==> config.mk <==
export PLATFORM = sky130hd
export DESIGN_NAME = pcl_axis_div
export DESIGN_NICKNAME = d
export VERILOG_FILES = /design/src/pcl_pkg.sv /design/src/pcl_axis_div.sv
export SDC_FILE = /design/constraint.sdc
export NUM_CORES = 1
export LEC_CHECK = 0
export BUFFER_PORTS_ARGS = -buffer_cell sky130_fd_sc_hd__buf_2
export CORE_MARGIN = 2
export CORE_UTILIZATION = 51
export CTS_BUF_LIST = sky130_fd_sc_hd__clkbuf_4 sky130_fd_sc_hd__clkbuf_8 sky130_fd_sc_hd__clkbuf_16
export DETAILED_ROUTE_END_ITERATION = 6
export MAX_ROUTING_LAYER = met4
export PLACE_DENSITY = 0.67
export SYNTH_ARGS = -nofsm -noshare
export SYNTH_HDL_FRONTEND = slang
export SYNTH_SLANG_ARGS = --single-unit
export TNS_END_PERCENT = 20
==> constraint.sdc <==
create_clock -name clk -period 5.74 [get_ports clk]
set_input_delay 1.148 -clock clk [delete_from_list [all_inputs] [get_ports clk]]
set_output_delay 1.148 -clock clk [all_outputs]
set_load 0.1 [all_outputs]
==> src/pcl_pkg.sv <==
// Shared types and constants for the particle cell locator.
// Used by the top level, the axis divider and the port checker.
package pcl_pkg;

  localparam int NUM_AXES        = 3;
  localparam int CFG_IDX_BITS    = 3;
  localparam int CFG_DATA_BITS   = 32;
  localparam int SIZE_BITS       = 31;
  localparam int COUNTS_REG_BITS = 30;
  localparam int IDX_BITS        = 30;

  localparam logic [SIZE_BITS-1:0]       SIZE_RESET   = 31'd65536;
  localparam logic [COUNTS_REG_BITS-1:0] COUNTS_RESET = 30'd1049601;

  typedef enum logic [CFG_IDX_BITS-1:0] {
    REG_ORIGIN_X    = 3'd0,
    REG_ORIGIN_Y    = 3'd1,
    REG_ORIGIN_Z    = 3'd2,
    REG_CELL_SIZE_X = 3'd3,
    REG_CELL_SIZE_Y = 3'd4,
    REG_CELL_SIZE_Z = 3'd5,
    REG_CELL_COUNTS = 3'd6
  } cfg_reg_t;

endpackage

==> src/pcl_axis_div.sv <==
// Pipelined restoring divider for one axis: one quotient bit per stage.
// Depends on pcl_pkg for the cell size width.
module pcl_axis_div import pcl_pkg::*; #(
  parameter int QB = 10
) (
  input  logic                    clk,
  input  logic [QB-1:0]           en,
  input  logic [SIZE_BITS+QB-1:0] rem_in,
  input  logic                    bad_in,
  input  logic [SIZE_BITS-1:0]    size,
  output logic [QB-1:0]           quo,
  output logic                    bad
);

  localparam int DW = SIZE_BITS + QB;

  logic [DW-1:0] rem_r [QB];
  logic [QB-1:0] quo_r [QB];
  logic [QB-1:0] bad_r;

  logic [DW-1:0] rem_c [QB];
  logic [QB-1:0] quo_c [QB];
  logic [QB-1:0] bad_c;
  logic [DW-1:0] dvs   [QB];
  logic [QB-1:0] ge;

  always_comb begin
    rem_c[0] = rem_in;
    quo_c[0] = '0;
    bad_c[0] = bad_in;
    for (int k = 1; k < QB; k++) begin
      rem_c[k] = rem_r[k-1];
      quo_c[k] = quo_r[k-1];
      bad_c[k] = bad_r[k-1];
    end
    for (int k = 0; k < QB; k++) begin
      dvs[k] = DW'(size) << (QB - 1 - k);
      ge[k]  = rem_c[k] >= dvs[k];
    end
  end

  always_ff @(posedge clk) begin
    for (int k = 0; k < QB; k++) begin
      if (en[k]) begin
        rem_r[k] <= ge[k] ? rem_c[k] - dvs[k] : rem_c[k];
        quo_r[k] <= quo_c[k] | (ge[k] ? (QB'(1) << (QB - 1 - k)) : '0);
        bad_r[k] <= bad_c[k];
      end
    end
  end

  assign quo = quo_r[QB-1];
  assign bad = bad_r[QB-1];

endmodule

-- Word level (Yosys, flattened, before mapping)
Memories as Yosys holds them, arrays and structs flattened.
Index checks and enable logic that the tools add are counted.
- memories kept: 2
- register bits: 10
- RAM bits: 510
- logic and storage cells: 81
- output and inout port bits: 11
- input port bits: 84
- memory list (memory ; words ; bits a word ; read ports ; clocked after memory_dff ; write ports ; RTL line ; source):
    rem_r ; 10 ; 41 ; 9 ; 0 ; 10 ; pcl_axis_div.sv:17 ; logic [DW-1:0] rem_r [QB];
    quo_r ; 10 ; 10 ; 10 ; 0 ; 10 ; pcl_axis_div.sv:18 ; logic [QB-1:0] quo_r [QB];
- multiplexer cells: 40
- magnitude comparators: 10
- bitwise logic cells: 9
- $add $sub $neg: 10
- operators with widths (kind ; count):
    $mux 41 ; 10
    $ge 41x31->1 ; 1
    $ge 41x32->1 ; 1
    $ge 41x33->1 ; 1
    $ge 41x34->1 ; 1
    $ge 41x35->1 ; 1
    $ge 41x36->1 ; 1
    $ge 41x37->1 ; 1
    $ge 41x38->1 ; 1
    $ge 41x39->1 ; 1
    $ge 41x40->1 ; 1
    $sub 41x31->41 ; 1
    $sub 41x32->41 ; 1
    $sub 41x33->41 ; 1
    $sub 41x34->41 ; 1
    $sub 41x35->41 ; 1
    $sub 41x36->41 ; 1
    $sub 41x37->41 ; 1
    $sub 41x38->41 ; 1
    $sub 41x39->41 ; 1
    $sub 41x40->41 ; 1
    $mux 1 ; 21
    $mux 10 ; 1
    $or 10x1->10 ; 1
    16 further kinds ; 16

-- Logic depth before layout (Yosys ltp)
An unclocked memory read counts as a cell.
- word-level depth: 4
- mapped depth: 14
- gate-level depth less buffers: 14

-- Worst setup path before layout
Ideal clock, no wire load.
- path kind: input-to-reg
- start point: input size[1]
- end point: memory rem_r[0][39] (netlist bit) (data pin)
- arrival: 4.074 ns
- slack: 1.406 ns
- data required time: 5.480 ns
- setup time: 0.260 ns
- stages on the path: 11
- path buffers: 0
- cell sequence: inv_1 fa_1 a211o_1 a2111oi_1 o21ai_0 a2111oi_0 o21ai_0 a221oi_2 o221ai_1 xor2_1 mux2_2
- RTL lines (element ; RTL line ; source):
    start: declaration ; pcl_axis_div.sv:10 ; input logic [SIZE_BITS-1:0] size,
    end: declaration ; pcl_axis_div.sv:17 ;

==> flow_summary.toml <==
[global_route]
grtUsageTotal_pct = 30.8
grt_pass1_vias = 26121
grt_max_degree = 52
grt_pass1_wl_um = 153000
grt_overflow = 0
antenna_found_initial = 1

[critical_path]
crit_required_ps = 6090
crit_path_start_kind = "input port"
end_kind = "flop"
crit_type = "input port to flop"
r2r_start = "rem_r[0][10]"
crit_start = "size[0]"
cp_max_fo = 10
crit_arrival_ps = 4960

[synthesis]
ys.flop_type = "edfxtp_1"
synth_warnings = 0
synth_edf_count = 434
syn-num-nets = 3893
synth-seq-cells = 434
ys_async_sr_fraction_pct = 0
synth_area_um2 = 33100
yosysSeqAreaShare_pct = 39.4
synth.distinct_cells = 82
postSynthAreaPerCell_um2 = 9.47
synth_top_area_share_pct = 39.4
synth.area.top_cells = "edfxtp_1 39%, ha_1 12%, a21oi_1 5.6%, o21ai_0 4.2%, xnor2_1 3.8%"
yosysTopAreaCell = "edfxtp_1"
synth_cells = 3490

[job]
cap_violations = 0

[routing]
route.met2.wl_um = 47400
routed_wl_um = 101000
wl_per_cell_um = 22.4
drc = 0
drtIter0Drc = 2371
wl_met3_um = 5900
vias_per_cell = 6.15
first_pass_iters = 6
vias = 27688
drtAntennaViolNets = 0
wl_met1_um = 41200
highest_layer = "met4"

[sta]
rsz0062_at_grt = "false"
finalSetupViolCount = 0
hold_viol_final = 0
clock_skew_ps = 29.8
worst_slew_pin_slew_ps = 1150
relSlewSlack_pct = 23.2
final_max_slew_viol_count = 0
tns_ps = 0
max_freq_mhz = 217
period_share_pct = 80.3
layout_min_cycle_time_ps = 4610
hold_slack_ps = 389

[clocking]
clk_latency_ps = 620
clk_path_buf_depth = 3
cts_setup_buffers = 0
ctsHoldBuffers = 0
cts_resized = 0
cts-htree-levels = 2
clk_pin_slew_ps = 60
cts_root_buffer = "clkbuf_16"
cts_tree = "done"
cts_buffers = 52
numClockSinks = 434

[floorplan]
die_h_um = 259
pin_count = 95
initial_core_util_pct = 51.5
die_w_um = 259
coreArea_um2 = 64200
rows = 93
die-area_um2 = 66900

[power_and_ir_drop]
peakVddDrop_v = 0.000276
power_density_nw_per_um2 = 506
p_leak_uw = 0.0146

[min_path]
hp-start = "quo_r[5][6]"
hold_class = "flop to flop"

[place]
hpwl_um = 78500
portBuffers = 94
dp_cells = 4405
gp_congestion = 0.993

[finish]
multiInputGateArea_um2 = 19100
final_nets = 4007
regArea_um2 = 13000
num-fill-cells = 5842
drive_above_1_share_pct = 10.1
area_growth_pct = 10.9
stdcell_count = 4503

[status]
outcome = "finished, final reports clean"
## through the flow
step                      worst slack [ps]  power [µW]  instance area, µm²  util (%)
after floorplan                       1410       12500               33100         -
after global placement                 625       15000               34900      54.3
after detailed placement               551       15000               34900      54.3
after CTS                             1120       18400               36600      57.0
after global routing                   830       19800               36600      57.0
final                                 1130       18500               36600      57.0
## critical path: stages
cell	delay, ps
buf_2	280
ha_1	240
inv_1	60
fa_1	420
a211o_1	330
a2111oi_1	420
o21ai_0	210
a2111oi_0	490
o21ai_0	270
a221oi_2	440
o221ai_1	210
xor2_1	170
mux2_2	260
## cells in the mapped netlist (75+ instances only)
| master | count |
|---|---|
| a21oi_1 | 369 |
| ha_1 | 310 |
| clkbuf_1 | 109 |
| edfxtp_1 | 434 |
| nor2_1 | 257 |
| nand2_1 | 327 |
| nand3_1 | 75 |
| xnor2_1 | 145 |
| xor2_1 | 121 |
| o21ai_0 | 278 |
| a21o_1 | 141 |
| inv_1 | 134 |
## sequential cells by signal, summed over array words and instances (netlist names)
signal,flops
rem_r,369
quo_r,55
bad_r,10
## kinds of logic after synthesis
family / count (synthesis) / synth area share [%]
AO/OA/AOI/OAI: 1128 / 21.3
XOR/XNOR: 266 / 7.05
adder cells (fa/ha/maj): 319 / 12.3
buffers and inverters: 258 / 3.01
flip-flops: 434 / 39.4
multiplexers: 60 / 2.11
AND/OR/NAND/NOR: 1025 / 14.9
## cells in the final DEF (no fill, tap or decap), drive strengths merged, types with 36 or more instances in the layout
master  count
nand3      75
o21a       42
nor3       56
edfxtp    434
clkbuf     64
xnor2     145
nand2b     46
buf       182
nand2     327
a21oi     369
nor2      257
inv       141
a21o      141
o21ai     282
a31oi      36
nor2b      47
xor2      121
ha        310
o21bai     37
nand4      62
mux2       56
## layer usage
metal | vias to the layer above | GRT usage, %
met5 | - | -
met4 | 0 | 17.1
met3 | 272 | 3.88
met2 | 938 | 50.0
met1 | 13097 | 37.4
li1 | 13381 | -
## final cells by class
type,instances,share of cell area (%)
Sequential cell,434,35.6
Clock buffer,64,3.84
Inverter,136,1.39
Multi-Input combinational cell,2798,52.0
Antenna cell,1,0.00683
Timing Repair Buffer,182,3.29
Clock inverter,33,0.983
Tap cell,855,2.92
## worst paths after layout
| check | cells past startpoint | slack (ps) | to |
|---|---|---|---|
| hold / removal | 0 | 390 | quo_r[6][6] |
| hold reg to reg | 0 | 390 | quo_r[6][6] |
| setup reg to reg | 10 | 1840 | rem_r[1][40] |
| setup / recovery | 13 | 1130 | rem_r[0][39] |
## power by group
group | internal, µW | switching [µW] | leakage (µW)
Sequential | 5110 | 832 | 0.00419
Combinational | 3870 | 5330 | 0.00954
Clock | 2030 | 1370 | 0.000874
No activity file was read; power rests on OpenSTA's default activity.
